File: config.mk
export PLATFORM = sky130hd
export DESIGN_NAME = pds_ctrl
export DESIGN_NICKNAME = d
export VERILOG_FILES = /design/src/sv/pds_pkg.sv /design/src/sv/pds_ctrl.sv
export SDC_FILE = /design/constraint.sdc
export NUM_CORES = 1
export LEC_CHECK = 0
export ABC_AREA = 0
export BUFFER_PORTS_ARGS = -buffer_cell sky130_fd_sc_hd__buf_4
export CORE_ASPECT_RATIO = 0.9
export CORE_MARGIN = 2
export CORE_UTILIZATION = 35
export DETAILED_ROUTE_END_ITERATION = 16
export MAX_ROUTING_LAYER = met4
export SLEW_MARGIN = 20
export SYNTH_ARGS = -nofsm -noshare
export SYNTH_HDL_FRONTEND = slang
export SYNTH_SLANG_ARGS = --single-unit
export TNS_END_PERCENT = 50
File: constraint.sdc
create_clock -name clk -period 3.3 [get_ports clk]
set_clock_uncertainty 0.05 [all_clocks]
set_input_delay 0.165 -clock clk [delete_from_list [all_inputs] [get_ports clk]]
set_output_delay 0.165 -clock clk [all_outputs]
set_load 0.03 [all_outputs]
File: src/sv/pds_pkg.sv
// ============================================================================
// pds_pkg: shared types and constants of the 2x2 pixel downscaler
// Channel widths, config register indexes, pair-sum and stage types.
// ============================================================================
`timescale 1ns / 1ps

package pds_pkg;

	localparam int DEF_MAX_WIDTH = 4096;
	localparam int HEIGHT_LIMIT  = 4096;

	localparam int CH_W       = 8;   // one color channel
	localparam int SUM_W      = 9;   // horizontal pair sum of one channel
	localparam int TOT_W      = 10;  // full 2x2 block sum of one channel
	localparam int ROW_W      = 12;  // row counter
	localparam int CFG_IDX_W  = 4;
	localparam int CFG_DATA_W = 13;

	localparam logic [CFG_IDX_W-1:0] REG_IMAGE_WIDTH  = CFG_IDX_W'(0);
	localparam logic [CFG_IDX_W-1:0] REG_IMAGE_HEIGHT = CFG_IDX_W'(1);

	typedef struct packed {
		logic [CH_W-1:0] red;
		logic [CH_W-1:0] green;
		logic [CH_W-1:0] blue;
	} rgb_t;

	typedef struct packed {
		logic [SUM_W-1:0] red;
		logic [SUM_W-1:0] green;
		logic [SUM_W-1:0] blue;
	} pair_t;

	// what the front end hands to the summing stage for one accepted pixel
	typedef struct packed {
		logic  emit;       // this pixel completes a block
		logic  use_above;  // add the line buffer entry (second row of a pair)
		logic  row_end;
		logic  frame_end;
		pair_t pair;
	} stage_t;

endpackage

File: src/sv/pds_ctrl.sv
// ============================================================================
// pds_ctrl: front end of the downscaler
// Config registers, column/row counters, left pixel hold, pair sums, line
// buffer access and per-pixel stage word.
// ============================================================================
`timescale 1ns / 1ps

module pds_ctrl import pds_pkg::*; #(
	parameter int MAX_WIDTH = DEF_MAX_WIDTH,
	parameter int CW        = $clog2(DEF_MAX_WIDTH),
	parameter int AW        = $clog2(DEF_MAX_WIDTH / 2)
) (
	input  logic                  clk,
	input  logic                  arst_n,
	input  logic                  take,
	input  rgb_t                  px,
	input  logic                  cfg_we,
	input  logic [CFG_IDX_W-1:0]  cfg_idx,
	input  logic [CFG_DATA_W-1:0] cfg_data,
	output logic                  mem_we,
	output logic                  mem_re,
	output logic [AW-1:0]         mem_addr,
	output pair_t                 mem_wdata,
	output stage_t                stage
);

	localparam int EW      = (CW + 1 > CFG_DATA_W) ? CW + 1 : CFG_DATA_W;
	localparam int W_RESET = (MAX_WIDTH < 4096) ? MAX_WIDTH : 4096;

	logic [CW-1:0]    wlast_q;
	logic [ROW_W-1:0] hlast_q;
	logic [CW-1:0]    col_q;
	logic [ROW_W-1:0] row_q;
	rgb_t             left_q;

	logic [EW-1:0]    wr_x;
	logic [CW-1:0]    wlast_new;
	logic [ROW_W-1:0] hlast_new;
	logic [CW-1:0]    col_half;
	logic             last_col;
	logic             last_row;
	logic             have_pair;
	rgb_t             left;
	pair_t            pair;

	// effective last column / last row of a written value, clamped to range
	always_comb begin
		wr_x = EW'(cfg_data);
		if (wr_x == '0) begin
			wlast_new = '0;
		end else if (wr_x > EW'(MAX_WIDTH)) begin
			wlast_new = CW'(MAX_WIDTH - 1);
		end else begin
			wlast_new = CW'(wr_x - EW'(1));
		end
		if (cfg_data == '0) begin
			hlast_new = '0;
		end else if (cfg_data > CFG_DATA_W'(HEIGHT_LIMIT)) begin
			hlast_new = ROW_W'(HEIGHT_LIMIT - 1);
		end else begin
			hlast_new = ROW_W'(cfg_data - CFG_DATA_W'(1));
		end
	end

	assign last_col  = (col_q == wlast_q);
	assign last_row  = (row_q == hlast_q);
	assign have_pair = col_q[0] || last_col;
	assign left      = col_q[0] ? left_q : '0;
	assign col_half  = col_q >> 1;

	always_comb begin
		pair.red   = SUM_W'(px.red) + SUM_W'(left.red);
		pair.green = SUM_W'(px.green) + SUM_W'(left.green);
		pair.blue  = SUM_W'(px.blue) + SUM_W'(left.blue);
	end

	// even row: store the pair, unless it is the lone last row
	// odd row: fetch the pair stored above
	assign mem_we    = take && have_pair && !row_q[0] && !last_row;
	assign mem_re    = take && have_pair && row_q[0];
	assign mem_addr  = col_half[AW-1:0];
	assign mem_wdata = pair;

	always_comb begin
		stage.emit      = have_pair && (row_q[0] || last_row);
		stage.use_above = row_q[0];
		stage.row_end   = last_col;
		stage.frame_end = last_col && last_row;
		stage.pair      = pair;
	end

	always_ff @(posedge clk or negedge arst_n) begin
		if (!arst_n) begin
			wlast_q <= CW'(W_RESET - 1);
			hlast_q <= ROW_W'(HEIGHT_LIMIT - 1);
			col_q   <= '0;
			row_q   <= '0;
			left_q  <= '0;
		end else if (cfg_we) begin
			// any write restarts the frame
			unique case (cfg_idx)
				REG_IMAGE_WIDTH:  wlast_q <= wlast_new;
				REG_IMAGE_HEIGHT: hlast_q <= hlast_new;
				default: ;
			endcase
			col_q  <= '0;
			row_q  <= '0;
			left_q <= '0;
		end else if (take) begin
			if (!have_pair) begin
				left_q <= px;
			end
			if (last_col) begin
				col_q <= '0;
				row_q <= last_row ? '0 : row_q + ROW_W'(1);
			end else begin
				col_q <= col_q + CW'(1);
			end
		end
	end

endmodule

Word-level counts from Yosys, hierarchy flattened --
Cells that the tools add are included.
Operators by class: add/sub/neg operators 6, multipliers 0, div/mod/pow operators 0, magnitude comparators 1, eq/ne operators 4, shifts and indexed selects 0, mux-type cells 13, bitwise gates (word level) 0, reductions and logical operators 18
Operators by type and width (number):
- 12-bit 2-to-1 mux | 9
- 24-bit 2-to-1 mux | 4
- 8-bit by 8-bit adder with 9-bit output | 3
- 12-bit by 1-bit adder with 12-bit output, second input constant | 2
- 12-bit equality test | 2
- 13-bit > comparator, second input constant | 1
- 13-bit logical NOT | 1
- 12-bit by 1-bit subtractor with 12-bit output, second input constant | 1
- 2-bit AND reduction | 4
- 1-bit logical AND | 6
- 4-bit by 1-bit equality test with 1-bit output, second input constant | 1
- 4-bit logical NOT | 1
- 2-bit nonzero test | 2
- 1-bit logical NOT | 2
- 1-bit logical OR | 2
- 2-bit inequality test, second input constant | 1
Word-level totals: register bits 72, bits in latches 0, bits in writable memories 0, memory bits (read-only) 0, output and inout bits 71, word-level logic and storage cells 49, memories kept 0

Depth between registers and ports, before layout --
Gate-level depths: netlist of run 1.
depth in word-level cells 5, depth in mapped cells 12, depth with buffers taken out 9

Worst setup path before layout of run 1 --
No wires, ideal clock.
path type register -> output, start point reg col_q[0], end point out stage[15] (netlist name), arrival time 3.145 ns, required time 3.085 ns, path slack -0.060 ns, cell stages (with the launch flop) 11, path buffers 3, cell sequence dfrtp_1 -> clkbuf_1 -> clkbuf_1 -> and2_1 -> fa_1 -> a21o_1 -> a21oi_1 -> nor2b_1 -> o31ai_1 -> a21boi_0 -> buf_4
RTL lines:
- start, declared | RTL line pds_ctrl.sv:32 | logic [CW-1:0] col_q;
- start signal, assigned | RTL line pds_ctrl.sv:117 | col_q <= col_q + CW'(1);
- end, declared | RTL line pds_ctrl.sv:24 | output stage_t stage

==> summary.md, run 1 <==
The share of the synthesized area in the top cell type was 0.224. Counting tap cells, the placed design contains a total of 839 instances. The worst slack at placement is 0.391 ns. The run gives 0.361 as the starting density of the core.

The post-DP HPWL is 10000 um, and the clock-pin slew on the worst setup and hold paths is 0.06 ns. The logs give 0.260 for the global-route met2 utilization and 0.435 for the core utilization of the finished layout. Post-synthesis mux area share: 0.0822.

The flow ran to the end, and the final reports show no timing, DRC or antenna violations. The logs give 0.0329 for the met3 track demand over resource in global routing and 0 for the diode insertion count for antenna repair. Fraction of the yosys area taken by sequential cells: 0.341.

The initialized floorplan defines 42 standard-cell rows. The period utilization was 0.946; the number of inserted filler cells in the final layout was 1423. At the worst endpoint, the required time is 3.08 ns.

Final count of hold timing violations: 0. In this run, synthesis produced a sequential element count of 72. The synthesized design contains 0 enable-type register cells. The worst slew margin relative to its limit came out at 0.385. The path with the worst hold slack has its endpoint at left_q[13]$_DFFE_PN0P_. Measured along the x axis, the die boundary spans 135 um. In this run the worst hold path is classified as in -> reg. After layout, the worst setup slack is 0.179 ns. TritonCTS built the clock tree. The fraction of the mapped netlist area in compound gates works out to 0.128. The final route contains 4405 vias. Ranked by total cell area, the synthesized netlist is headed by sky130_fd_sc_hd__dfrtp_1 (22%), sky130_fd_sc_hd__dfstp_2 (12%), sky130_fd_sc_hd__ha_1 (6.5%).

Leaving out filler cells and counting taps, the final layout contains 856. The largest single stage delay on the critical path is 0.53 ns. Across the VDD grid, the largest voltage drop is 0.342 mV. Dividing total power by cell area gives a power density of 441 nW/um^2. The run gives 13200 um as the final wirelength. The most common cell in the synthesized netlist is sky130_fd_sc_hd__nor2_1. Counting I/O delays and the setup requirement, the final critical path takes 3.12 ns. In the routed layout, each cell is associated on average with a via count of 5.15.

At the worst endpoint, the arrival time is 2.91 ns. Detail-routed net length per standard cell: 15.4 um. Across the run, the number of max-cap violations was 0. The simple-gate share of the synthesized area is 0.204. The number of nets in the synthesized netlist was 659; the pin slew with the least headroom to its limit was 0.923 ns. In this run the standard cell core region covers 14900 sq um. After synthesis, the largest family of logic cells by area is simple AND/OR/NAND/NOR gates. The final weighted congestion of routability-driven global placement is 0.828. STA classifies the critical path startpoint as a register.

The tools report the total routing usage reported by global routing as 0.169. The area growth from synthesis to layout was 20.4%. The run gives 16400 sq um as the area of the die. The tools report the number of antenna violations at the first check in global routing as 0. From bottom edge to top edge, the die measures 122 um.

The largest fanout of any net on the critical path was 20; the post-route DRC violation count was 0. The depth of the worst hold-timing path was 3. The post-synthesis adder-cell area fraction works out to 0.0782. Setup repair after global routing left no endpoint under its margin. In this run the remaining antenna-violating nets after routing total 0. The count of routing violations after the opening detailed-route iteration came out at 202. During I/O placement, the number of pins put on the boundary was 116. During placement, the flow inserted port buffers numbering 115. The kind of cell with the highest combined delay along the critical path is compound AO/OA/AOI/OAI gates. The analysis attributes to cell leakage a power of 0.00302 uW.

Mean cell area of the mapped netlist: 9.22 sq um. The mapped netlist covers 5370 sq um. The analysis attributes to net switching a power of 860 uW.

The signal on the critical path passes through and2_1, ha_1, fa_1, a21o_1, a21oi_1, nor2b_1, o31ai_1, a21boi_1, buf_4. Final-report setup violation count: 0. Busiest layer in global routing: met2. For this run the aggregate overflow at the end of global routing stands at 0. The tools report the internal power as 2000 uW.

For the worst flop-to-flop path, the logic depth is 7. The share of layout cells above drive strength 1 is 0.293, and the clock network fraction of design power is 0.367. The tools report the startpoint of the worst-slack reg-to-reg timing path as col_q[0]$_DFFE_PN0P_. The share of flip-flops with an asynchronous set or reset after synthesis was 1.00. Distinct cell type count after synthesis: 58.

The fraction of power spent switching nets is 0.301. The fraction of power consumed by sequential logic is 0.387, and the TritonCTS sink count is 72. Entering global routing, the biggest net connects 73 pins.

The number of nets in the layout was 729. For the via count of the first global-routing pass, the log shows 4383. Counting along the longest clock path gives a buffer depth of 2.

The first global-routing pass estimated 21800 um of wire. The number of buffers and inverters on the critical path is 1. Capture point of the worst reg-to-reg path: row_q[4]$_DFFE_PN0P_.

The logs give 0 ns for the sum of negative setup slack and 4 for the count of TritonRoute iterations in the first routing pass. The global routing usage on met1 is 0.234. By count the netlist is led by sky130_fd_sc_hd__nor2_1 (65), sky130_fd_sc_hd__dfrtp_1 (48), sky130_fd_sc_hd__buf_4 (40), sky130_fd_sc_hd__nand2_1 (33), sky130_fd_sc_hd__xor2_1 (33). The startpoint of the most critical hold path is px[13]. The tools report the synthesized instance count as 583. The tools report the root cell of the clock tree as sky130_fd_sc_hd__clkbuf_16. The run gives 0 as the number of max-slew violations in the final report. In the synthesized netlist the dominant register cell turns out to be sky130_fd_sc_hd__dfrtp_1. The largest area contributor in the netlist is sky130_fd_sc_hd__dfrtp_1. During synthesis, Yosys emitted a total of 0 warnings.

Clock tree synthesis inserted a total of 9 buffers. The tools report the type of element capturing the critical path as an output port. Setup slack on the worst reg-to-reg path comes out at 0.79 ns. The share of the synthesized netlist area taken by xor and xnor gates works out to 0.0782.

For the worst-skew pair, the clock arrives at the later sink with an insertion delay of 0.33 ns. The critical path is of the reg -> out type. The cell with the biggest individual delay on the critical path is sky130_fd_sc_hd__dfrtp_2. Power share of the combinational group: 0.246. In this run the number of H-tree levels came out at 3.

Static timing analysis puts the maximum clock frequency at 320 MHz.
cell usage in the layout, fill, tap and decap left out, types with 4 or more instances in the layout:
master,count
sky130_fd_sc_hd__buf_4,123
sky130_fd_sc_hd__nor2_1,65
sky130_fd_sc_hd__dfrtp_1,47
sky130_fd_sc_hd__nand2_1,33
sky130_fd_sc_hd__xor2_1,33
sky130_fd_sc_hd__ha_1,28
sky130_fd_sc_hd__mux2i_1,25
sky130_fd_sc_hd__dfstp_2,24
sky130_fd_sc_hd__and2_1,23
sky130_fd_sc_hd__o21ai_0,23
sky130_fd_sc_hd__a21oi_1,20
sky130_fd_sc_hd__nand3_1,20
sky130_fd_sc_hd__inv_1,16
sky130_fd_sc_hd__mux2_2,16
sky130_fd_sc_hd__xnor2_1,15
sky130_fd_sc_hd__nor3_1,14
sky130_fd_sc_hd__clkbuf_16,12
sky130_fd_sc_hd__nand4_1,9
sky130_fd_sc_hd__or3_1,8
sky130_fd_sc_hd__nor4_1,8
sky130_fd_sc_hd__and3_1,8
sky130_fd_sc_hd__a32oi_1,7
sky130_fd_sc_hd__a21o_1,6
sky130_fd_sc_hd__nor2b_1,5
sky130_fd_sc_hd__o31ai_1,5
sky130_fd_sc_hd__a211oi_1,4
sky130_fd_sc_hd__nor3b_1,4
sky130_fd_sc_hd__or2_2,4
sky130_fd_sc_hd__nand2b_1,4
through the flow:
step | power, uW | hold WS [ns] | instance area [sq um]
6_report | 2860 | 0.0400 | 6470
5_1_grt | 2990 | 0.0555 | 6470
4_1_cts | 2880 | 0.0362 | 6470
3_5_place_dp | 1830 | 0.319 | 6130
3_3_place_gp | 1810 | 0.313 | 6130
2_1_floorplan | 1610 | -0.181 | 5370
area by class of cell:
cell class                      instances  area, sq um  area share
Timing Repair Buffer                  124          933       0.144
Multi-Input combinational cell        430         3070       0.474
Clock inverter                          2         13.8     0.00213
Inverter                               16         60.1     0.00928
Sequential cell                        72         1830       0.283
Clock buffer                           14          318      0.0491
Tap cell                              198          248      0.0383
flip-flops by register name, summed over array words and instances (netlist names):
signal,count
col_q,12
hlast_q,12
left_q,24
row_q,12
wlast_q,12
power groups by stage:
stage               Sequential (uW)  Clock [uW]  Combinational [uW]
floorplan                      1090           0                 519
finish                         1110        1050                 702
global placement               1120           0                 691
CTS                            1110        1070                 709
detailed placement             1120           0                 706
global route                   1120        1100                 763
worst max path at each step:
stage                         start            end  cells past startpoint
2_1_floorplan  col_q[0]$_DFFE_PN0P_      stage[24]                     10
3_3_place_gp   col_q[0]$_DFFE_PN0P_      stage[24]                      9
3_5_place_dp   col_q[0]$_DFFE_PN0P_      stage[24]                      9
4_1_cts        col_q[0]$_DFFE_PN0P_      stage[24]                      9
5_1_grt        col_q[0]$_DFFE_PN0P_  mem_wdata[15]                      9
6_report       col_q[0]$_DFFE_PN0P_  mem_wdata[24]                      9
cell families after synthesis:
group           count (synthesis)
simple gates                  212
compound gates                 96
buf+inv                        81
flops                          72
xor+xnor                       48
mux                            42
fa+ha+maj                      32
per-layer routing:
metal | wire [um] | vias to the layer above | share of wire
li1 | - | 2163 | -
met1 | 6300 | 2116 | 0.48
met2 | 6080 | 116 | 0.46
met3 | 691 | 10 | 0.052
met4 | 102 | 0 | 0.0077
met5 | 0 | - | 0
tightest hold or removal path: cells and delay by family:
family        cells  cell delay [ns]
mux               1             0.06
buf+inv           1             0.09
simple gates      1             0.08
repair_timing:
item                                   4_1_cts  5_1_grt
endpoints found under the hold margin       48        0
setup endpoints to repair                    0        9
resized for setup                            0        3
setup buffers                                0        0
hold buffers                                 1        0
Power figures use the tool's default switching activity.
==> inputs of run 2 (changes only) <==
clock period = 2.9 ns   (was 3.3 ns; I/O delays follow)
==> run 2 against run 1 <==
Net effect: sequential share of layout area decreased by 0.52 points; hold slack got worse by 0.019 ns; largest power group unchanged; critical path type unchanged; sequential cell count unchanged; register-to-register slack got worse by 0.43 ns; largest cell class unchanged.
==> summary.md, run 2 (synthesized netlist as in run 1, its figures left out) <==
The logs give 0.382 for the worst slew margin relative to its limit and 0 for the final count of hold timing violations. The worst setup path is captured at an output port. The via count of the first global-routing pass is 4308.

Dividing the detail-routed via count by the number of cells gives 5.15. The count of cells along the worst register-to-register path came out at 10. The number of inserted filler cells in the final layout is 1433.

The logs give 4461 for the total via count in the routed design and 3 for the deepest level of the CTS H-tree. The total routing usage reported by global routing is 0.171. Post-route DRC violation count: 0. By startpoint and endpoint, the worst setup path is classified as reg -> out.

At the placement stage, the worst setup path has a slack of 0.188 ns. The run gives 0 as the diode insertion count for antenna repair. The time the final worst path needs with I/O delays and setup was 2.82 ns.

The tools report the final-report setup violation count as 0. Kind of start point of the critical path: a register. Global routing finished with a remaining overflow of 0. In this run the most critical hold path is launched from px[21].

The number of max-slew violations in the final report was 0. The first global-routing pass estimated 22000 um of wire. The logs give 2.63 ns for the data arrival at the endpoint of the critical path and 0 for the remaining antenna violation count. The cell leakage power was 0.00306 uW; the pin count of the biggest net entering global routing was 73.

The TritonCTS sink count was 72; the largest fanout of any net on the critical path was 6. The run gives 14900 sq um as the placeable core region. IR analysis of the VDD net gives a maximum drop of 0.314 mV. The number of nets in the layout is 740, and the post-detailed-placement cell area is 6160 sq um. The flip-flop count of the largest register after layout works out to 24. The number of antenna violations at the first check in global routing was 0; the worst hold slack was 0.0207 ns. Input and output buffers added on the ports amount to 115.

Adding up every negative setup slack in the final design gives 0 ns. Clock-pin slew was measured on the worst setup and hold paths at 0.06 ns. The top-level I/O count is 116, and the count of TritonRoute iterations in the first routing pass is 4. In this run the deepest clock path goes through 2 buffers. Commonest non-fill, non-tap cell in the layout: sky130_fd_sc_hd__buf_4. The post-DP HPWL was 9890 um. TritonCTS built the clock tree. The share of layout cells above drive strength 1 was 0.327.

Setup repair after global routing could not meet its margin everywhere. The flow ran to the end, and the final reports show no timing, DRC or antenna violations. The startpoint of the worst-slack reg-to-reg timing path is col_q[0]$_DFFE_PN0P_.

The width of the die is 135 um, and the period utilization is 0.974. Data on the critical path is required at its endpoint by 2.71 ns. The maximum frequency from static timing analysis was 354 MHz; the die height was 122 um. From synthesis to final layout, the design area changed by 22.7%. The depth of the worst hold-timing path is 3. The top cell types in the final layout, fill and taps aside, are sky130_fd_sc_hd__buf_4 (129), sky130_fd_sc_hd__nor2_1 (65), sky130_fd_sc_hd__dfrtp_1 (47).

The congestion estimate from routability-driven global placement came to 0.811. For the pin with the worst max-slew slack, the measured transition is 0.927 ns. Power spread over the standard cell area amounts to 477 nW/um^2. With fillers left out, the area of the finished cells amounts to 6590 sq um. The die covers 16400 sq um.

The kind of path behind the tightest hold check was in -> reg. The run gives 42 as the count of standard-cell rows. The first routing iteration left 238 violations. The worst path meets setup with 0.0755 ns of slack. Detail-routed net length per standard cell: 15.4 um. Clock latency on the worst-skew pair, taken at its later pin, is 0.34 ns. After detailed routing, the total wire length is 13300 um.

Ranked by flip-flop count, first place goes to left_q. The tools report the number of buffers created by CTS as 9. The tree is rooted in a sky130_fd_sc_hd__clkbuf_16. The critical path starts at col_q[0]$_DFFE_PN0P_. The core utilization of the finished layout was 0.443; the starting density of the core was 0.361. The max-cap check violation count came out at 0.
## run 2: where the power goes
part | switching [uW] | internal (uW) | total (uW) | leakage, uW
Combinational | 474 | 353 | 827 | 0.00202
Sequential | 79.9 | 1180 | 1260 | 0.000906
Clock | 433 | 631 | 1060 | 0.000134
Total | 987 | 2160 | 3150 | 0.00306
## run 2: layout make-up
type,instances,area [sq um],share of cell area
Tap cell,198,248,0.0376
Clock buffer,12,258,0.0391
Clock inverter,4,26.3,0.00399
Sequential cell,72,1830,0.278
Timing Repair Buffer,135,1030,0.156
Multi-Input combinational cell,430,3140,0.476
Inverter,16,60.1,0.00911
## run 2: path summary, 6_finish.rpt
kind / to / slack, ns
setup / recovery: mem_wdata[15] / 0.08
hold / removal: left_q[21]$_DFFE_PN0P_ / 0.02
setup reg to reg: left_q[5]$_DFFE_PN0P_ / 0.36
hold reg to reg: wlast_q[1]$_DFFE_PN1P_ / 0.42
max in group asynchronous: col_q[0]$_DFFE_PN0P_ / 1.70
min in group asynchronous: col_q[8]$_DFFE_PN0P_ / 0.46
## run 2: worst max-delay path, stage by stage, from the launching register on
cell	delay, ns
sky130_fd_sc_hd__dfrtp_2	0.44
sky130_fd_sc_hd__and2_1	0.15
sky130_fd_sc_hd__ha_2	0.19
sky130_fd_sc_hd__fa_2	0.40
sky130_fd_sc_hd__a21o_1	0.18
sky130_fd_sc_hd__a21oi_2	0.16
sky130_fd_sc_hd__nor2b_2	0.07
sky130_fd_sc_hd__o31ai_2	0.28
sky130_fd_sc_hd__a21boi_4	0.26
sky130_fd_sc_hd__buf_6	0.15
## run 2: layer usage
layer	GRT usage	wire length [um]	part of all wire
met1	0.241	6370	0.48
met2	0.254	6110	0.46
met3	0.0354	642	0.048
met4	0.0388	195	0.015
met5	-	0	0
## run 2: timing repair
item	4_1_cts	5_1_grt
gates resized for setup	6	15
pin swaps	2	10
hold buffers	1	0
endpoints found under the setup margin	12	11
setup buffers	4	5
endpoints found under the hold margin	48	0
## run 2: per-stage QoR
stage | cells | power (uW)
after floorplan | 583 | 1840
after global placement | 841 | 2060
after detailed placement | 841 | 2080
after CTS | 862 | 3150
after global routing | 867 | 3310
final | 867 | 3150
==> inputs of run 3 (changes only) <==
PLACE_DENSITY = 0.52   (was default)
==> run 3 against run 2 <==
Net effect: final cell count shrank 0.69%; wire length is 1.7% lower; register-to-register slack improved by 0.15 ns; largest cell class unchanged.
==> summary.md, run 3 (synthesized netlist as in run 1, its figures left out) <==
The core utilization of the finished layout was 0.443; the area growth from synthesis to layout was 22.6%. The number of nets in the layout was 734. Setup repair after global routing left no endpoint under its margin.

For this run, the detailed router's first-pass iteration total came to 4. Clock tree synthesis found a total of 72 sinks. The count of port buffers added during placement is 115, and the sum of negative setup slack is 0 ns. TritonCTS built the clock tree. The die is 122 um tall. The flow ran to the end, and the final reports show no timing, DRC or antenna violations. The number of antenna violations at the first check in global routing was 0. The final wirelength was 13100 um; the count of routing violations after the opening detailed-route iteration was 194. The starting density of the core was 0.361; the total routing usage reported by global routing was 0.171. Dividing total power by cell area gives a power density of 498 nW/um^2. The detail-routed via count per cell was 5.08; the placeable core region was 14900 sq um. The longest clock path from root to sink contains 2 buffers.

Entering global routing, the biggest net connects 73 pins. The share of layout cells above drive strength 1 works out to 0.317. The required time at the worst-slack endpoint was 2.71 ns. The kind of path behind the tightest hold check is in -> reg. Hold is met by 0.0156 ns. The routed layout has 4378 vias.

The clock-pin slew on the worst setup and hold paths was 0.05 ns; the flip-flop count of the largest register after layout was 24. The library cell used most frequently in the layout, excluding fill and tap cells, is sky130_fd_sc_hd__buf_4. Summed over all nets, wire length on met2 after detailed routing comes to 6100 um.

The pin slew with the least headroom to its limit was 0.916 ns; the area of the multi-input gates was 3140 sq um. For the final-report setup violation count, the log shows 0. Along the worst path, the maximum fanout reaches 9.

The wire length of the first global-routing pass came out at 21700 um. The deepest level of the CTS H-tree was 3. The repair_antennas step left the layout with diodes totalling 0. From left edge to right edge, the die measures 135 um.

The number of inserted filler cells in the final layout was 1485; the worst-case vdd ir drop was 0.375 mV. The via count of the first global-routing pass is 4330. For the number of max-slew violations in the final report, the log shows 0. The run gives 0.389 as the worst slew margin relative to its limit. CTS placed an instance of sky130_fd_sc_hd__clkbuf_16 at the clock tree root. The final weighted congestion of routability-driven global placement came out at 0.803. Kind of start point of the critical path: a register.

Largest register by flop count: left_q. For this run the aggregate overflow at the end of global routing stands at 0. For the post-DP HPWL, the log shows 9830 um.

The type of element capturing the critical path was an output port. Sum of routed wire segments on met1: 6350 um. The number of buffers created by CTS was 9.

After detailed routing, the average wire length per cell comes to 15.2 um. The class of the most critical setup path is reg -> out. The die covers 16400 sq um. 116 I/O pins were placed.

Based on the critical path, the design can be clocked at up to 364 MHz. Time the final worst path needs with I/O delays and setup: 2.75 ns. The final count of hold timing violations was 0. After layout, the design draws a total of 3280 uW. The detail route stage leaves a number of antenna-violating nets equal to 0. The register area was 1830 sq um.

The period utilization works out to 0.948. For this design the static power due to leakage is 0.00307 uW. In the detailed route, the total length drawn on met3 is 540 um.

Leaving out fill and tap cells, the most frequent cells in the layout are sky130_fd_sc_hd__buf_4 (126), sky130_fd_sc_hd__nor2_1 (65), sky130_fd_sc_hd__dfrtp_1 (48). The highest metal layer carrying signal wires in the routed design is met4. For this run, design rule violations remaining after detail routing come to 0. In this run the core area contains 42 standard-cell rows. Across the run, the number of max-cap violations was 0.

The run gives 2.55 ns as the data arrival at the endpoint of the critical path. The clock latency on the worst-skew pair is 0.34 ns.
[run 3: cell types whose count changed in the layout (fill, tap and decap cells not counted), moves of 2 or more]
cell	change
sky130_fd_sc_hd__buf_6	-2
sky130_fd_sc_hd__buf_4	-3
sky130_fd_sc_hd__clkinvlp_4	-2
sky130_fd_sc_hd__ha_1	+2
sky130_fd_sc_hd__fa_1	+2
sky130_fd_sc_hd__clkbuf_8	+3
sky130_fd_sc_hd__ha_2	-2
sky130_fd_sc_hd__fa_2	-2
[run 3: metal layers]
| layer | global-route usage | vias to the layer above |
|---|---|---|
| met5 | - | - |
| met3 | 0.0466 | 7 |
| met1 | 0.224 | 2113 |
| met4 | 0.0349 | 0 |
| li1 | - | 2171 |
| met2 | 0.269 | 87 |
[run 3: worst paths after layout]
check | slack [ns] | to | startpoint | depth (start not counted)
min reg2reg | 0.43 | wlast_q[1]$_DFFE_PN1P_ | wlast_q[1]$_DFFE_PN1P_ | 2
max in group asynchronous | 1.78 | left_q[21]$_DFFE_PN0P_ | arst_n | 2
min in group asynchronous | 0.42 | left_q[1]$_DFFE_PN0P_ | arst_n | 2
max | 0.15 | stage[6] | col_q[0]$_DFFE_PN0P_ | 11
max reg2reg | 0.51 | col_q[6]$_DFFE_PN0P_ | col_q[0]$_DFFE_PN0P_ | 8
min | 0.02 | left_q[23]$_DFFE_PN0P_ | px[23] | 3
[run 3: power breakdown]
group          internal (uW)  total [uW]  leakage (uW)  switching, uW
clock network            789        1200      0.000161            413
registers               1180        1260      0.000908           81.9
logic                    345         818       0.00200            472
total                   2310        3280       0.00307            967
[run 3: cell type report]
type                    count  share of cell area
repair buffers            129               0.148
well taps                 198              0.0376
inverters                  16             0.00912
multi-input cells         430               0.477
clock inverters             1             0.00456
clock buffers              15              0.0454
flip-flops and latches     72               0.278
[run 3: timing repair]
action	CTS	global route
pin swaps	1	5
buffers inserted	1	2
endpoints found under the hold margin	48	0
endpoints found under the setup margin	2	17
gates cloned	0	0
hold buffers	1	0
resized for setup	4	11
[run 3: worst max-delay path, cell delays in order (launching register included)]
cell                       delay, ns
sky130_fd_sc_hd__dfrtp_1        0.41
sky130_fd_sc_hd__buf_4          0.15
sky130_fd_sc_hd__buf_4          0.15
sky130_fd_sc_hd__and2_1         0.17
sky130_fd_sc_hd__ha_4           0.23
sky130_fd_sc_hd__nor2b_1        0.14
sky130_fd_sc_hd__o21ai_2        0.14
sky130_fd_sc_hd__a21boi_2       0.08
sky130_fd_sc_hd__o31a_1         0.30
sky130_fd_sc_hd__buf_4          0.14
sky130_fd_sc_hd__a21oi_2        0.12
sky130_fd_sc_hd__buf_4          0.18
[run 3: per-stage QoR]
stage / setup slack [ns] / instance area [sq um] / cells
after floorplan: 0.0534 / 5390 / 583
after global placement: 0.363 / 6160 / 841
after detailed placement: 0.308 / 6160 / 841
after CTS: 0.0138 / 6520 / 859
after global routing: 0.00646 / 6590 / 861
final: 0.151 / 6590 / 861
