--- src/sv/pds_pkg.sv ---
// ============================================================================
// pds_pkg: shared types and constants of the 2x2 pixel downscaler
// Channel widths, config register indexes, pair-sum and stage types.
// ============================================================================
`timescale 1ns / 1ps

package pds_pkg;

	localparam int DEF_MAX_WIDTH = 4096;
	localparam int HEIGHT_LIMIT  = 4096;

	localparam int CH_W       = 8;   // one color channel
	localparam int SUM_W      = 9;   // horizontal pair sum of one channel
	localparam int TOT_W      = 10;  // full 2x2 block sum of one channel
	localparam int ROW_W      = 12;  // row counter
	localparam int CFG_IDX_W  = 4;
	localparam int CFG_DATA_W = 13;

	localparam logic [CFG_IDX_W-1:0] REG_IMAGE_WIDTH  = CFG_IDX_W'(0);
	localparam logic [CFG_IDX_W-1:0] REG_IMAGE_HEIGHT = CFG_IDX_W'(1);

	typedef struct packed {
		logic [CH_W-1:0] red;
		logic [CH_W-1:0] green;
		logic [CH_W-1:0] blue;
	} rgb_t;

	typedef struct packed {
		logic [SUM_W-1:0] red;
		logic [SUM_W-1:0] green;
		logic [SUM_W-1:0] blue;
	} pair_t;

	// what the front end hands to the summing stage for one accepted pixel
	typedef struct packed {
		logic  emit;       // this pixel completes a block
		logic  use_above;  // add the line buffer entry (second row of a pair)
		logic  row_end;
		logic  frame_end;
		pair_t pair;
	} stage_t;

endpackage

--- src/sv/pds_out.sv ---
// ============================================================================
// pds_out: block sum stage and output register
// Adds the line buffer entry, divides by four, holds the result word.
// ============================================================================
`timescale 1ns / 1ps

module pds_out import pds_pkg::*; (
	input  logic   clk,
	input  logic   arst_n,
	input  logic   take,
	input  stage_t stage,
	input  pair_t  above,
	input  logic   res_ready,
	output logic   s1_ready,
	output logic   res_valid,
	output rgb_t   res_rgb,
	output logic   res_row_end,
	output logic   res_frame_end
);

	logic   valid_s1;
	stage_t data_s1;
	logic   out_valid_q;
	rgb_t   rgb_q;
	logic   row_end_q;
	logic   frame_end_q;

	logic   out_free;
	pair_t  add;
	logic [TOT_W-1:0] tot_r, tot_g, tot_b;

	assign out_free = !out_valid_q || res_ready;
	assign s1_ready = !valid_s1 || out_free;

	assign add   = data_s1.use_above ? above : '0;
	assign tot_r = TOT_W'(data_s1.pair.red) + TOT_W'(add.red);
	assign tot_g = TOT_W'(data_s1.pair.green) + TOT_W'(add.green);
	assign tot_b = TOT_W'(data_s1.pair.blue) + TOT_W'(add.blue);

	always_ff @(posedge clk or negedge arst_n) begin
		if (!arst_n) begin
			valid_s1    <= 1'b0;
			out_valid_q <= 1'b0;
		end else begin
			if (s1_ready) begin
				valid_s1 <= take && stage.emit;
			end
			if (out_free) begin
				out_valid_q <= valid_s1;
			end
		end
	end

	always_ff @(posedge clk) begin
		if (s1_ready && take) begin
			data_s1 <= stage;
		end
		if (out_free && valid_s1) begin
			rgb_q.red   <= tot_r[TOT_W-1:2];
			rgb_q.green <= tot_g[TOT_W-1:2];
			rgb_q.blue  <= tot_b[TOT_W-1:2];
			row_end_q   <= data_s1.row_end;
			frame_end_q <= data_s1.frame_end;
		end
	end

	assign res_valid     = out_valid_q;
	assign res_rgb       = rgb_q;
	assign res_row_end   = row_end_q;
	assign res_frame_end = frame_end_q;

endmodule

--- config.mk ---
export PLATFORM = sky130hd
export DESIGN_NAME = pds_out
export DESIGN_NICKNAME = d
export VERILOG_FILES = /design/src/sv/pds_pkg.sv /design/src/sv/pds_out.sv
export SDC_FILE = /design/constraint.sdc
export NUM_CORES = 1
export LEC_CHECK = 0
export ABC_CLOCK_PERIOD_IN_PS = 4850
export BUFFER_PORTS_ARGS = -buffer_cell sky130_fd_sc_hd__buf_2
export CORE_ASPECT_RATIO = 1.5
export CORE_MARGIN = 2
export CORE_UTILIZATION = 55
export DETAILED_ROUTE_END_ITERATION = 16
export GPL_TIMING_DRIVEN = 0
export PLACE_DENSITY = 0.87
export SLEW_MARGIN = 20
export SYNTH_ARGS = -nofsm -noshare
export SYNTH_HDL_FRONTEND = slang
export SYNTH_SLANG_ARGS = --single-unit
export TNS_END_PERCENT = 1
--- constraint.sdc ---
create_clock -name clk -period 4.85 [get_ports clk]
set_input_delay 0.2425 -clock clk [delete_from_list [all_inputs] [get_ports clk]]
set_output_delay 0.2425 -clock clk [all_outputs]
set_load 0.01 [all_outputs]
==> Yosys cells after proc, flatten, opt, wreduce, memory -nomap -nowiden <==
Index checks and enable logic that the tools add are counted.
W data, S select, Z words.
{ "classes": {"addsub": 3, "muxes": 1, "reduce_logical": 7} }
{ "ops": {"columns": ["operator", "n"], "rows": [
  ["$add A9 B9 Y10", 3],
  ["$mux W27", 1],
  ["$logic_and A1 B1 Y1", 3],
  ["$logic_not A1 Y1", 2],
  ["$logic_or A1 B1 Y1", 2]
]} }
{ "word_totals": {"regBits": 58, "input_bits": 62, "output_inout_bits": 28, "elab_cells": 24} }

==> Logic depth before layout (Yosys ltp) <==
Gate-level depths: netlist of the first run.
{ "depth": {"ltp_word": 4, "depth_mapped": 8, "ltp_nobuf": 7} }

==> Worst setup path after synthesis of the first run <==
No wires, ideal clock.
{ "synth_path": {"kind": "reg2reg", "startpoint": "register data_s1[29] in the netlist's numbering", "endpoint": "register rgb_q, in the netlist res_rgb[6], data pin", "setup_time_ps": 259, "arrival_ps": 2008, "required_ps": 4591, "slack_ps": 2583, "stages_incl_launch_ff": 9, "n_path_buf": 1, "period_less_slack_ps": 2267, "path_cell_list": "edfxtp_1 > clkbuf_1 > and2_1 > ha_1 > nor3_1 > a2111oi_4 > and4_1 > nor3_2 > xnor2_1"} }
{ "synth_via": {"elab_chain_len": 2} }
{ "synth_rtl": {"columns": ["item", "line", "source"], "rows": [
  ["from (decl)", "pds_out.sv:22", "stage_t data_s1;"],
  ["from (signal assigned)", "pds_out.sv:56", "data_s1 <= stage;"],
  ["$mux W27", "pds_out.sv:35", "assign add = data_s1.use_above ? above : '0;"],
  ["$add A9 B9 Y10", "pds_out.sv:38", "assign tot_b = TOT_W'(data_s1.pair.blue) + TOT_W'(add.blue);"],
  ["net tot_b[8]", "pds_out.sv:30", "logic [TOT_W-1:0] tot_r, tot_g, tot_b;"],
  ["to (decl)", "pds_out.sv:24", "rgb_t rgb_q;"]
]} }
The timed path passes the listed nets, and every way through them passes these cells.
A chain may end at the register's enable or synchronous reset.

==> Worst setup path after layout of the first run <==
Same ends and word-level chain as after synthesis.

==> results of run 1 <==
## logic make-up (layout without fill, tap and decap cells)
family | Yosys count | in the layout | synth area share (%)
and+or+nand+nor | 73 | 73 | 14.6
xor gates and xnor gates | 18 | 18 | 5.59
DFF | 58 | 58 | 61.4
adders and majority gates | 24 | 24 | 10.7
AOI/OAI and AO/OA | 26 | 26 | 7.01
buffers and inverters | 5 | 111 | 0.666
## cells in the mapped netlist (all sizes together), types with 2 or more instances
cell type  number
edfxtp         56
and2           26
ha             24
xnor2          12
nand2          11
nor2           10
a21oi           8
nor3            6
xor2            6
a21o            4
nand2b          4
nor2b           4
a211oi          3
and4            3
inv             3
nand3           3
nand4           3
o21a            3
o21ai           3
and3            2
clkbuf          2
dfrtp           2
## cell usage in the layout, fill, tap and decap left out, drive strengths merged, types with 6 or more instances in the layout
cell type,netlist,routed
a21oi,8,8
and2,26,26
buf,0,89
clkbuf,2,13
edfxtp,56,56
ha,24,24
nand2,11,11
nor2,10,10
nor3,6,6
xnor2,12,12
xor2,6,6
## per-stage QoR
stage | cells | total power [W] | hold WS, ns | area (µm²)
after floorplan | 204 | 0.000745 | -0.0531 | 2820
after global placement | 359 | 0.000803 | 0.0271 | 3350
after global routing | 376 | 0.00134 | 0.0618 | 3580
final | 376 | 0.00129 | 0.0800 | 3580
after detailed placement | 359 | 0.000811 | 0.0302 | 3350
after CTS | 376 | 0.00130 | 0.0647 | 3580
## worst paths after layout
check                      slack, ns                   from                     to
max in group asynchronous       4.54                 arst_n  res_valid$_DFFE_PN0P_
min in group asynchronous       0.22                 arst_n   valid_s1$_DFFE_PN0N_
hold reg to reg                 0.42  data_s1[28]$_DFFE_PP_  res_row_end$_DFFE_PP_
setup reg to reg                2.19  data_s1[29]$_DFFE_PP_   res_rgb[6]$_DFFE_PP_
setup / recovery                2.19  data_s1[29]$_DFFE_PP_   res_rgb[6]$_DFFE_PP_
hold / removal                  0.08              stage[17]  data_s1[17]$_DFFE_PP_
## area by class of cell
| type | instances | area, µm² |
|---|---|---|
| Buffer | 2 | 7.51 |
| Clock buffer | 11 | 141 |
| Clock inverter | 5 | 77.6 |
| Fill cell | 347 | 1310 |
| Inverter | 3 | 11.3 |
| Multi-Input combinational cell | 141 | 1070 |
| Sequential cell | 58 | 1730 |
| Tap cell | 66 | 82.6 |
| Timing Repair Buffer | 90 | 455 |
## flip-flops by register name (all words and copies together), names as in the netlist
name           cells
res_frame_end      1
valid_s1           1
res_row_end        1
res_rgb           24
res_valid          1
data_s1           30
## power by group through the flow
stage	Combinational [W]	Sequential, W	Clock (W)
2_1_floorplan	0.000110	0.000635	0
3_5_place_dp	0.000185	0.000625	0
5_1_grt	0.000210	0.000617	0.000518
4_1_cts	0.000188	0.000615	0.000499
3_3_place_gp	0.000179	0.000624	0
6_report	0.000187	0.000614	0.000491
## critical path, delay by kind of cell, from the launching register on
kind	cells	cell delay, ns
AOI/OAI and AO/OA	1	0.11
xor gates and xnor gates	1	0.10
adders and majority gates	1	0.26
buffers and inverters	1	0.34
DFF	1	0.52
and+or+nand+nor	4	1.08
## routing by layer
metal  part of all wire, %  global-route usage [%]  wire length [µm]
met1                    38                    18.6              1970
met2                    54                    35.8              2770
met3                   5.4                    6.38               279
met4                   2.6                    10.2               132
met5                     0                       0                 0
==> flow_results.org, run 1 <==
** Synthesis
- After synthesis, the mean cell area works out to around 14 µm².
- Most area-hungry cell type in the Yosys netlist :: sky130_fd_sc_hd__edfxtp_1
- Combined area of all synthesized cells :: roughly 0.0028 mm²
- Sequential cells were found to cover 61.4% of the synthesized design area.
- For this run, asynchronously set or reset flops after synthesis account for approximately 3.4%.
- Synthesis produced just over 200 cells.
- Synth top area cells :: sky130_fd_sc_hd__edfxtp_1 (60%), sky130_fd_sc_hd__ha_1 (11%), sky130_fd_sc_hd__and2_1 (5.8%)
- Synth cell types :: 32
- Dominant synthesized flop cell :: sky130_fd_sc_hd__edfxtp_1
- Counting flops and latches in the post-synthesis netlist gives just under 60.
- When the netlist entered floorplanning its net count stood at between 200 and 300.
- The Yosys step of the flow raised 0 warnings.
- Number of synthesized flops with an enable pin :: 56
- Summed over its instances, the top area cell type makes up about 60% of the synthesized netlist area.

** Cells and area
- Util after Layout :: around 73%
- Share of final-layout standard cells stronger than drive strength 1 :: a little over a third
- Total inserted antenna cells :: 0
- At the end of the flow, the number of nets in the layout was 391.
- Relative to the synthesized area, the layout overhead comes to 26.9%.

** Clock tree
- Buffers inserted during clock tree synthesis total 9.
- The H-tree generated during clock tree synthesis spans 3 levels.
- After clock tree synthesis, the clock-pin slew on the worst setup and hold paths is approximately 0.07 ns.
- TritonCTS built the clock tree.
- Clock latency on the worst-skew pair, taken at its later pin, is ~0.33 ns.
- After clock tree synthesis, the repair step resized 0 gates.
- Number of buffers added for setup after CTS :: 0
- Cts hold-fix bufs :: 1
- Clock Root Buffer :: sky130_fd_sc_hd__clkbuf_8
- Clock sinks :: 58
- Number of buffers between clock root and the deepest sink :: 2

** Global routing
- Entering global routing, the biggest net connects 31 pins.
- Residual overflow from global routing :: 0
- The initial antenna violation count came to 0.
- The first global-routing pass estimated 8220 µm of wire.
- The number of global-route vias before repair came to about 2000.
- Global routing used 19.3% of the available tracks across all layers.

** Timing
- Fin crit share :: between 50% and 60%
- Unrepaired setup endpoints after global routing :: false
- Count of final max-slew check failures :: 0
- Slew at the pin with the worst max-slew slack :: approximately 0.7 ns
- Worst setup skew after layout :: roughly 0.0074 ns
- In this run the tightest slew margin relative to its limit is 54.5%.
- Final Hold Fails :: 0
- Accumulated negative setup slack :: 0 ns
- Max frequency :: between 300 and 400 MHz
- Setup violations remaining at the end of the flow were counted as 0.
- The routed design could run at a clock period as short as 2.66 ns.
- Setup slack of the critical path after layout :: ~2.2 ns

** Detailed routing
- Via density per instance :: around 5
- TritonRoute pass-1 iters :: 4
- Starting DRC count in detailed routing :: 50
- The routed design has 5150 µm of wire.
- The detail route stage leaves a number of antenna-violating nets equal to 0.
- Average detailed-routed wire length per instance :: between 10 and 15 µm
- The routed layout has ~1900 vias.
- In the routed design, unresolved DRC markers number 0.

** Job
- Max capacitance violation total :: 0

** Min path
- Number of cells on the worst hold path :: 1
- The tightest min-delay check is of the input port to register type.

** Power
- The clock network is responsible for roughly 38% of the overall power.
- Total power density per cell area :: roughly 360 mW/mm²
- Net switching fraction of the power :: between 20% and 30%
- Power spent charging and discharging nets :: around 0.0003 W
- LEAKAGE :: between 1.5 and 2 nW
- Sequential share of power :: 47.5%
- Across the VDD grid, the largest voltage drop is between 0.3 and 0.4 mV.
- Cell internal power was estimated by the tool at between 0.0009 and 0.001 W.
- In this run, the combinational gates consume between 10 and 15% of the power.

** Worst setup path
- Largest fanout of any net on the critical path :: 10
- The worst setup path is of the register to register kind.
- In this design, the stage delay of the slowest critical-path cell is around 0.52 ns.
- Measured in cells, the most critical reg-to-reg path has a length of 8.
- CP Data Required Time :: roughly 5 ns
- At the worst endpoint, the arrival time is approximately 2.7 ns.
- STA classifies the critical path endpoint as a register.
- The slowest stage of the critical path is the sky130_fd_sc_hd__edfxtp_1 cell.
- The critical path goes through clkbuf_1 > and2_1 > ha_1 > nor3_1 > a2111oi_4 > and4_1 > nor3_2 > xnor2_1.
- CP Launch Type :: register

** Die
- Area enclosed by the die boundary :: roughly 0.0057 mm²
- Die width :: ~62 µm
- For this configuration, the core starts out at a cell density of 57.7%.
- Die height :: between 90 and 100 µm
- Ports placed on the boundary :: 90
- Total number of placement rows :: 31
- The core region is 0.00489 mm².

** Placed design
- Post-DP HPWL :: approximately 3700 µm
- Buffers on Ports :: 89
- Post-Place Setup Slack :: approximately 2.2 ns
- Placer congestion estimate :: a little over 0.8

** Outcome
- The run finished with clean final reports.
No activity file was read; power rests on OpenSTA's default activity.
==> inputs of run 2 (changes only) <==
Settings changed: ABC_CLOCK_PERIOD_IN_PS 4850 to 2190, CORE_UTILIZATION 55 to 46, PLACE_DENSITY 0.87 to 0.78.
Clock period 4.85 ns to 2.19 ns, I/O delays scaled along.
==> flow_results.org, run 2 (synthesis results as in run 1) <==
** Outcome
- Outcome :: finished with violations (was finished clean)
- Violated checks :: negative setup slack

** Worst setup path
- The highest-delay cell along the critical path is sky130_fd_sc_hd__edfxtp_1 (unchanged).
- The category of the worst setup path capture point is a register (unchanged).
- Cell family with the largest share of critical-path delay :: flip-flops (was simple AND/OR/NAND/NOR gates)
- End of the worst register-to-register path :: res_rgb[5]$_DFFE_PP_ (was res_rgb[6]$_DFFE_PP_)
- The arrival time of the worst setup path came to 2.36 ns (was 2.74 ns).
- Cells along the critical path :: clkbuf_8 > and2_4 > ha_4 > nand4_4 > a2111oi_4 > buf_4 > nand3_1 > nand2_1 > xor2_1 (was clkbuf_1 > and2_1 > ha_1 > nor3_1 > a2111oi_4 > and4_1 > nor3_2 > xnor2_1)
- Worst reg-to-reg path cell count :: 9 (was 8)
- CP Launch Type :: register (unchanged)
- Largest fanout of any net on the critical path :: 5 (was 10)
- The sum of buffers and inverters on the critical path was 2 (was 1).
- The biggest cell delay along the critical path is 0.47 ns (was 0.52 ns).
- The flop-to-flop setup slack was -0.09 ns (was 2.19 ns).
- Critical path start-end classification :: register to register (unchanged)
- Critical register-to-register path startpoint :: data_s1[29]$_DFFE_PP_ (unchanged)
- CP Data Required Time :: 2.27 ns (was 4.93 ns)

** Detailed routing
- The detailed-router iteration count before antenna repair came to 4 (unchanged).
- Overall routed net length :: 5810 µm (was 5150 µm)
- Vias after detailed routing :: 2091 (was 1899)
- Via density per instance :: 4.97 (was 5.05)
- The number of design-rule violations left by the first detailed-router iteration came to 101 (was 50).
- Drt drc :: 0 (unchanged)
- The routed wirelength normalized by instance count came to 13.8 µm (was 13.7 µm).
- The count of nets left with antenna violations after detail routing came to 0 (unchanged).

** Global routing
- Residual overflow from global routing :: 0 (unchanged)
- The initial antenna violation count came to 0 (unchanged).
- Vias in the first global route :: 2164 (was 1982)
- Total routing resource utilization after global routing :: 18.9% (was 19.3%)
- The pin count of the biggest net entering global routing is 31 (unchanged).
- The wire length of the first global-routing pass is 9380 µm (was 8220 µm).

** Die
- The top-level I/O count was 90 (unchanged).
- The die span in y is 99.9 µm (was 91.7 µm).
- Total number of placement rows :: 34 (was 31)
- Initial core utilization :: 48.0% (was 57.7%)
- Core area :: 0.00587 mm² (was 0.00489 mm²)
- The die width came to 67.9 µm (was 62.5 µm).
- Area enclosed by the die boundary :: 0.00678 mm² (was 0.00573 mm²)

** Timing
- Count of final max-slew check failures :: 0 (unchanged)
- The total negative slack was -0.233 ns (was 0 ns).
- Unrepaired setup endpoints after global routing :: true (was false)
- The worst relative slew slack is 52.3% (was 54.5%).
- The slew at the pin closest to its max-slew limit is 0.715 ns (was 0.683 ns).
- The time the final worst path needs with I/O delays and setup is 2.28 ns (was 2.66 ns).
- Fin crit share :: 104% (was 54.9%)
- The setup violation total in the final timing report was 5 (was 0).
- The maximum clock skew at final layout was 0.00661 ns (was 0.00742 ns).
- Max frequency :: 439 MHz (was 376 MHz)
- Final Hold Fails :: 0 (unchanged)
- Setup slack of the critical path after layout :: -0.0887 ns (was 2.19 ns)

** Cells and area
- Total inserted antenna cells :: 0 (unchanged)
- Area of combinational cells with multiple inputs :: 0.00127 mm² (was 0.00107 mm²)
- The area added between synthesis and finish was 47.0% (was 26.9%).
- Max reg flops :: 30 (unchanged)
- Most common library cell in the layout ignoring fill and taps :: sky130_fd_sc_hd__buf_2 (unchanged)
- Number of nets in the final layout :: 430 (was 391)
- Commonest cells after routing, fill and taps aside :: sky130_fd_sc_hd__buf_2 (89), sky130_fd_sc_hd__edfxtp_1 (56), sky130_fd_sc_hd__dlygate4sd3_1 (33) (was sky130_fd_sc_hd__buf_2 (89), sky130_fd_sc_hd__edfxtp_1 (56), sky130_fd_sc_hd__and2_1 (24), sky130_fd_sc_hd__ha_1 (24), sky130_fd_sc_hd__xnor2_1 (12))
- The most flop-heavy register was data_s1 (unchanged).
- Number of fill cells in the layout :: 413 (was 347)
- FF/Latch Area :: 0.00173 mm² (unchanged)
- The share of final-layout standard cells stronger than drive strength 1 is 40.4% (was 35.5%).

** Min path
- The class of the tightest hold or removal check is input port to register (unchanged).
- End point of the most critical hold path :: res_valid$_DFFE_PN0P_ (was data_s1[17]$_DFFE_PP_)
- Number of cells on the worst hold path :: 3 (was 1)
- HP Start :: res_ready (was stage[17])

** Power
- Total power density per cell area :: 683 mW/mm² (was 361 mW/mm²)
- The static leakage came to 1.73 nW (was 1.56 nW).
- Power, Total :: 0.00283 W (was 0.00129 W)
- Maximum vdd ir drop :: 0.424 mV (was 0.305 mV)

** Clock tree
- The CTS tree is yes (unchanged).
- Clock Root Buffer :: sky130_fd_sc_hd__clkbuf_8 (unchanged)
- The total clock sinks came to 58 (unchanged).
- Number of buffers between clock root and the deepest sink :: 2 (unchanged)
- The CTS buffer count is 9 (unchanged).
- Clock latency of the later-clocked register in the worst-skew pair :: 0.33 ns (about the same)
- The number of levels in the clock H-tree is 3 (unchanged).
- Clock slew at the register clock pins of the worst setup and hold paths :: 0.06 ns (was 0.07 ns)

** Placed design
- The HPWL after detailed placement is 3920 µm (was 3680 µm).
- The final weighted congestion in routability-driven placement came to 0.791 (was 0.818).
- The number of port buffers is 89 (unchanged).

** Job
- The reported max-cap violation count came to 0 (unchanged).
[run 2: cell count changes in the layout (fill, tap and decap cells not counted), moves of 3 or more]
cell	before	now
sky130_fd_sc_hd__dlygate4sd3_1	1	33
sky130_fd_sc_hd__buf_4	0	6
sky130_fd_sc_hd__ha_4	0	10
sky130_fd_sc_hd__a21oi_2	0	3
sky130_fd_sc_hd__a21oi_1	8	5
sky130_fd_sc_hd__ha_1	24	14
[run 2: per-stage QoR]
stage                     setup WS [ns]  util (%)  cells  area, µm²  hold WS (ns)
after detailed placement         -0.387      57.4    365       3370        -0.101
after global placement           -0.359      57.3    365       3370        -0.105
after CTS                       -0.0961      69.7    418       4090        0.0651
after floorplan                -0.00875         -    204       2830        -0.186
after global routing             -0.180      70.6    421       4140        0.0881
final                           -0.0887      70.6    421       4140        0.0734
[run 2: worst max-delay path by stage]
stage,from,to,slack [ns],depth (start not counted)
2_1_floorplan,data_s1[29]$_DFFE_PP_,res_rgb[6]$_DFFE_PP_,-0.009,8
3_3_place_gp,data_s1[29]$_DFFE_PP_,res_rgb[6]$_DFFE_PP_,-0.36,8
3_5_place_dp,data_s1[29]$_DFFE_PP_,res_rgb[6]$_DFFE_PP_,-0.39,8
4_1_cts,data_s1[29]$_DFFE_PP_,res_rgb[6]$_DFFE_PP_,-0.1,8
5_1_grt,data_s1[29]$_DFFE_PP_,res_rgb[6]$_DFFE_PP_,-0.18,8
6_report,data_s1[29]$_DFFE_PP_,res_rgb[5]$_DFFE_PP_,-0.09,9
[run 2: area by class of cell]
class                   count  area share [%]
plain buffers               2           0.664
clock buffers              10            3.08
clock inverters             6            1.39
inverters                   3           0.272
multi-input cells         141            30.6
flip-flops and latches     58            41.8
well taps                  72            2.17
repair buffers            129            20.1
[run 2: worst reg2reg max path: stages, from the launching register on]
cell and delay [ns]:
sky130_fd_sc_hd__edfxtp_1 0.47, sky130_fd_sc_hd__clkbuf_8 0.20, sky130_fd_sc_hd__and2_4 0.14, sky130_fd_sc_hd__ha_4 0.26, sky130_fd_sc_hd__nand4_4 0.10, sky130_fd_sc_hd__a2111oi_4 0.44, sky130_fd_sc_hd__buf_4 0.18, sky130_fd_sc_hd__nand3_1 0.09
sky130_fd_sc_hd__nand2_1 0.09, sky130_fd_sc_hd__xor2_1 0.06
[run 2: timing repair]
action	CTS	global route
setup endpoints to repair	17	13
pin swaps	11	6
gates cloned	0	0
gates resized for setup	23	9
hold buffers	33	0
setup buffers	4	3
endpoints found under the hold margin	33	0
[run 2: metal layers]
layer	routed length (µm)	vias up	part of all wire, %	GRT usage [%]
met5	0	-	0	0
met1	2180	979	38	20.2
li1	-	1034	-	-
met3	292	15	5.0	3.25
met4	199	0	3.4	12.2
met2	3130	63	54	33.0
[run 2: power by group]
| group | internal [W] | switching, W |
|---|---|---|
| Sequential | 0.00134 | 0.0000296 |
| Clock | 0.000517 | 0.000417 |
| Combinational | 0.000280 | 0.000251 |
| Total | 0.00213 | 0.000698 |
==> inputs of run 3 (changes only) <==
Settings changed: GPL_TIMING_DRIVEN 0 to 1, SLEW_MARGIN 20 to 10.
==> flow_results.org, run 3 (synthesis results as in run 1) <==
** Timing
- Max frequency :: 454 MHz (was 439 MHz)
- Fin crit share :: 101% (was 104%)
- Setup slack of the critical path after layout :: -0.0137 ns (was -0.0887 ns)
- Unrepaired setup endpoints after global routing :: true (unchanged)
- Slew at the pin with the worst max-slew slack :: 0.390 ns (was 0.715 ns)
- Count of final max-slew check failures :: 0 (unchanged)
- Slew headroom :: 74.0% (was 52.3%)
- Setup-failing EPs final :: 1 (was 5)
- Worst setup skew after layout :: 0.0104 ns (was 0.00661 ns)
- Minimum hold slack :: 0.0773 ns (was 0.0734 ns)
- The number of hold-slack violations in the final timing report is 0 (unchanged).
- The time the final worst path needs with I/O delays and setup came to 2.20 ns (was 2.28 ns).

** Global routing
- The remaining global-route overflow was 0 (unchanged).
- The total global-route track usage was 19.5% (was 18.9%).
- The pin count of the biggest net entering global routing is 31 (unchanged).
- The initial antenna violation count was 0 (unchanged).
- Vias in the first global route :: 2179 (was 2164)
- First-pass GRT wire length :: 9430 µm (was 9380 µm)

** Power
- Maximum vdd ir drop :: 0.565 mV (was 0.424 mV)
- The net switching power figure was 0.000723 W (was 0.000698 W).
- The sequential power share came to 49.5% (was 48.2%).
- LEAKAGE :: 1.76 nW (was 1.73 nW)
- Clk pwr share :: 29.8% (was 33.0%)
- Combinational Power Share :: 20.7% (was 18.8%)
- Internal Power :: 0.00203 W (was 0.00213 W)
- Net switching fraction of the power :: 26.2% (was 24.7%)
- The power per cell area was 658 mW/mm² (was 683 mW/mm²).

** Detailed routing
- TritonRoute pass-1 iters :: 4 (unchanged)
- Via density per instance :: 5.00 (was 4.97)
- Vias after detailed routing :: 2153 (was 2091)
- The count of nets left with antenna violations after detail routing came to 0 (unchanged).
- The number of design-rule violations left by the first detailed-router iteration is 105 (was 101).
- The post-detailed-route DRC marker count was 0 (unchanged).
- Average detailed-routed wire length per instance :: 14.6 µm (was 13.8 µm)
- Overall routed net length :: 6290 µm (was 5810 µm)

** Placed design
- Buffers on Ports :: 89 (unchanged)
- The HPWL after detailed placement is 4080 µm (was 3920 µm).
- Post-Place Setup Slack :: -0.0304 ns (was -0.387 ns)
- Placer congestion estimate :: 0.859 (was 0.791)
- The placed cell count came to 377 (was 365).

** Die
- The starting utilization of the core area came to 48.0% (unchanged).
- The number of rows in the core area is 34 (unchanged).
- The area of the die is 0.00678 mm² (unchanged).
- Core area :: 0.00587 mm² (unchanged)
- Ports placed on the boundary :: 90 (unchanged)
- The die width is 67.9 µm (unchanged).
- Die height :: 99.9 µm (unchanged)

** Clock tree
- The deepest clock path buffer count was 2 (unchanged).
- CTS H-Tree Depth :: 3 (unchanged)
- Clock sinks :: 58 (unchanged)
- The CTS buffer count was 9 (unchanged).
- Clock slew at the register clock pins of the worst setup and hold paths :: 0.07 ns (was 0.06 ns)
- The CTS tree is yes (unchanged).
- The insertion delay to the later sink of the worst-skew pair came to 0.34 ns (was 0.33 ns).
- The clock root buffer is sky130_fd_sc_hd__clkbuf_8 (unchanged).

** Cells and area
- Commonest cells after routing, fill and taps aside :: sky130_fd_sc_hd__buf_2 (89), sky130_fd_sc_hd__edfxtp_1 (56), sky130_fd_sc_hd__dlygate4sd3_1 (33) (unchanged)
- The most flop-heavy register is data_s1 (unchanged).
- Max reg flops :: 30 (unchanged)
- The share of final-layout standard cells stronger than drive strength 1 came to 41.8% (was 40.4%).
- The antenna diode instance count was 0 (unchanged).
- Layout area overhead :: 48.5% (was 47.0%)
- The non-filler instance count after layout is 431 (was 421).
- Most common library cell in the layout ignoring fill and taps :: sky130_fd_sc_hd__buf_2 (unchanged)
- The net count reported at finish is 440 (was 430).

** Worst setup path
- Endpoint kind of the worst setup timing path :: register (unchanged)
- The sort of element at the start of the critical path is a register (unchanged).
- The arrival time of the worst setup path is 2.30 ns (was 2.36 ns).
- Largest fanout of any net on the critical path :: 6 (was 5)
- CP endpoint :: res_rgb[6]$_DFFE_PP_ (was res_rgb[5]$_DFFE_PP_)
- Critical path start-end classification :: register to register (unchanged)
- Worst setup path startpoint :: data_s1[29]$_DFFE_PP_ (unchanged)
- The required time of the critical path is 2.29 ns (was 2.27 ns).
- Critical register-to-register path startpoint :: data_s1[29]$_DFFE_PP_ (unchanged)
- Worst reg-to-reg path cell count :: 9 (unchanged)
- Setup slack, reg-to-reg :: -0.01 ns (was -0.09 ns)
- End of the worst register-to-register path :: res_rgb[6]$_DFFE_PP_ (was res_rgb[5]$_DFFE_PP_)

** Outcome
- Outcome :: finished with violations (unchanged)
- Violated checks: negative setup slack (unchanged).

** Min path
- Classification of the worst-slack hold path :: input port to asynchronous set/reset pin (was input port to register)

** Job
- Max capacitance violation total :: 0 (unchanged)
==> run 3: worst min path at each step <==
stage	to	depth (start not counted)	slack, ns
global route	res_valid$_DFFE_PN0P_	2	0.08
finish	res_valid$_DFFE_PN0P_	2	0.08
detailed placement	res_valid$_DFFE_PN0P_	1	-0.10
CTS	res_valid$_DFFE_PN0P_	3	0.04
floorplan	res_valid$_DFFE_PN0P_	0	-0.19
global placement	valid_s1$_DFFE_PN0N_	1	-0.11
==> run 3: repair_timing <==
item / CTS / global route
buffers inserted: 3 / 2
resized for setup: 7 / 25
endpoints found under the setup margin: 3 / 11
hold buffers: 33 / 0
pin swaps: 4 / 12
endpoints found under the hold margin: 33 / 0
==> run 3: per-layer routing <==
| metal | GRT usage (%) | part of all wire [%] | up-vias |
|---|---|---|---|
| met5 | 0 | 0 | - |
| met4 | 8.92 | 2.4 | 0 |
| met3 | 6.28 | 5.4 | 14 |
| met2 | 35.8 | 56 | 70 |
| met1 | 19.1 | 37 | 1013 |
| li1 | - | - | 1056 |
==> run 3: layout make-up <==
class	instances	area (µm²)
clock inverters	6	33.8
flip-flops and latches	58	1730
clock buffers	10	128
multi-input cells	141	1260
inverters	3	11.3
well taps	72	90.1
fillers	406	1680
repair buffers	141	930
==> run 3: worst max-delay path, cell delays in order (launching register included) <==
cell,delay [ns]
sky130_fd_sc_hd__edfxtp_1,0.41
sky130_fd_sc_hd__buf_6,0.15
sky130_fd_sc_hd__buf_6,0.11
sky130_fd_sc_hd__and2_4,0.13
sky130_fd_sc_hd__ha_4,0.25
sky130_fd_sc_hd__inv_2,0.04
sky130_fd_sc_hd__a2111oi_4,0.40
sky130_fd_sc_hd__and4_1,0.27
sky130_fd_sc_hd__nor3_2,0.06
sky130_fd_sc_hd__xnor2_1,0.12
==> run 3: per-stage QoR <==
step | util, % | TNS [ns] | total power [W] | instance area [µm²]
2_1_floorplan | - | -0.00984 | 0.00165 | 2830
3_3_place_gp | 59.0 | 0 | 0.00181 | 3460
5_1_grt | 71.3 | -0.444 | 0.00288 | 4190
3_5_place_dp | 59.0 | -0.0677 | 0.00183 | 3460
6_report | 71.3 | -0.0137 | 0.00275 | 4190
4_1_cts | 68.4 | -0.00868 | 0.00271 | 4020
==> run 3: power groups by stage <==
stage / registers [W] / clock network (W) / logic (W)
2_1_floorplan: 0.00141 / 0 / 0.000246
3_3_place_gp: 0.00138 / 0 / 0.000437
3_5_place_dp: 0.00138 / 0 / 0.000451
4_1_cts: 0.00136 / 0.000836 / 0.000514
5_1_grt: 0.00137 / 0.000889 / 0.000621
6_report: 0.00136 / 0.000821 / 0.000569
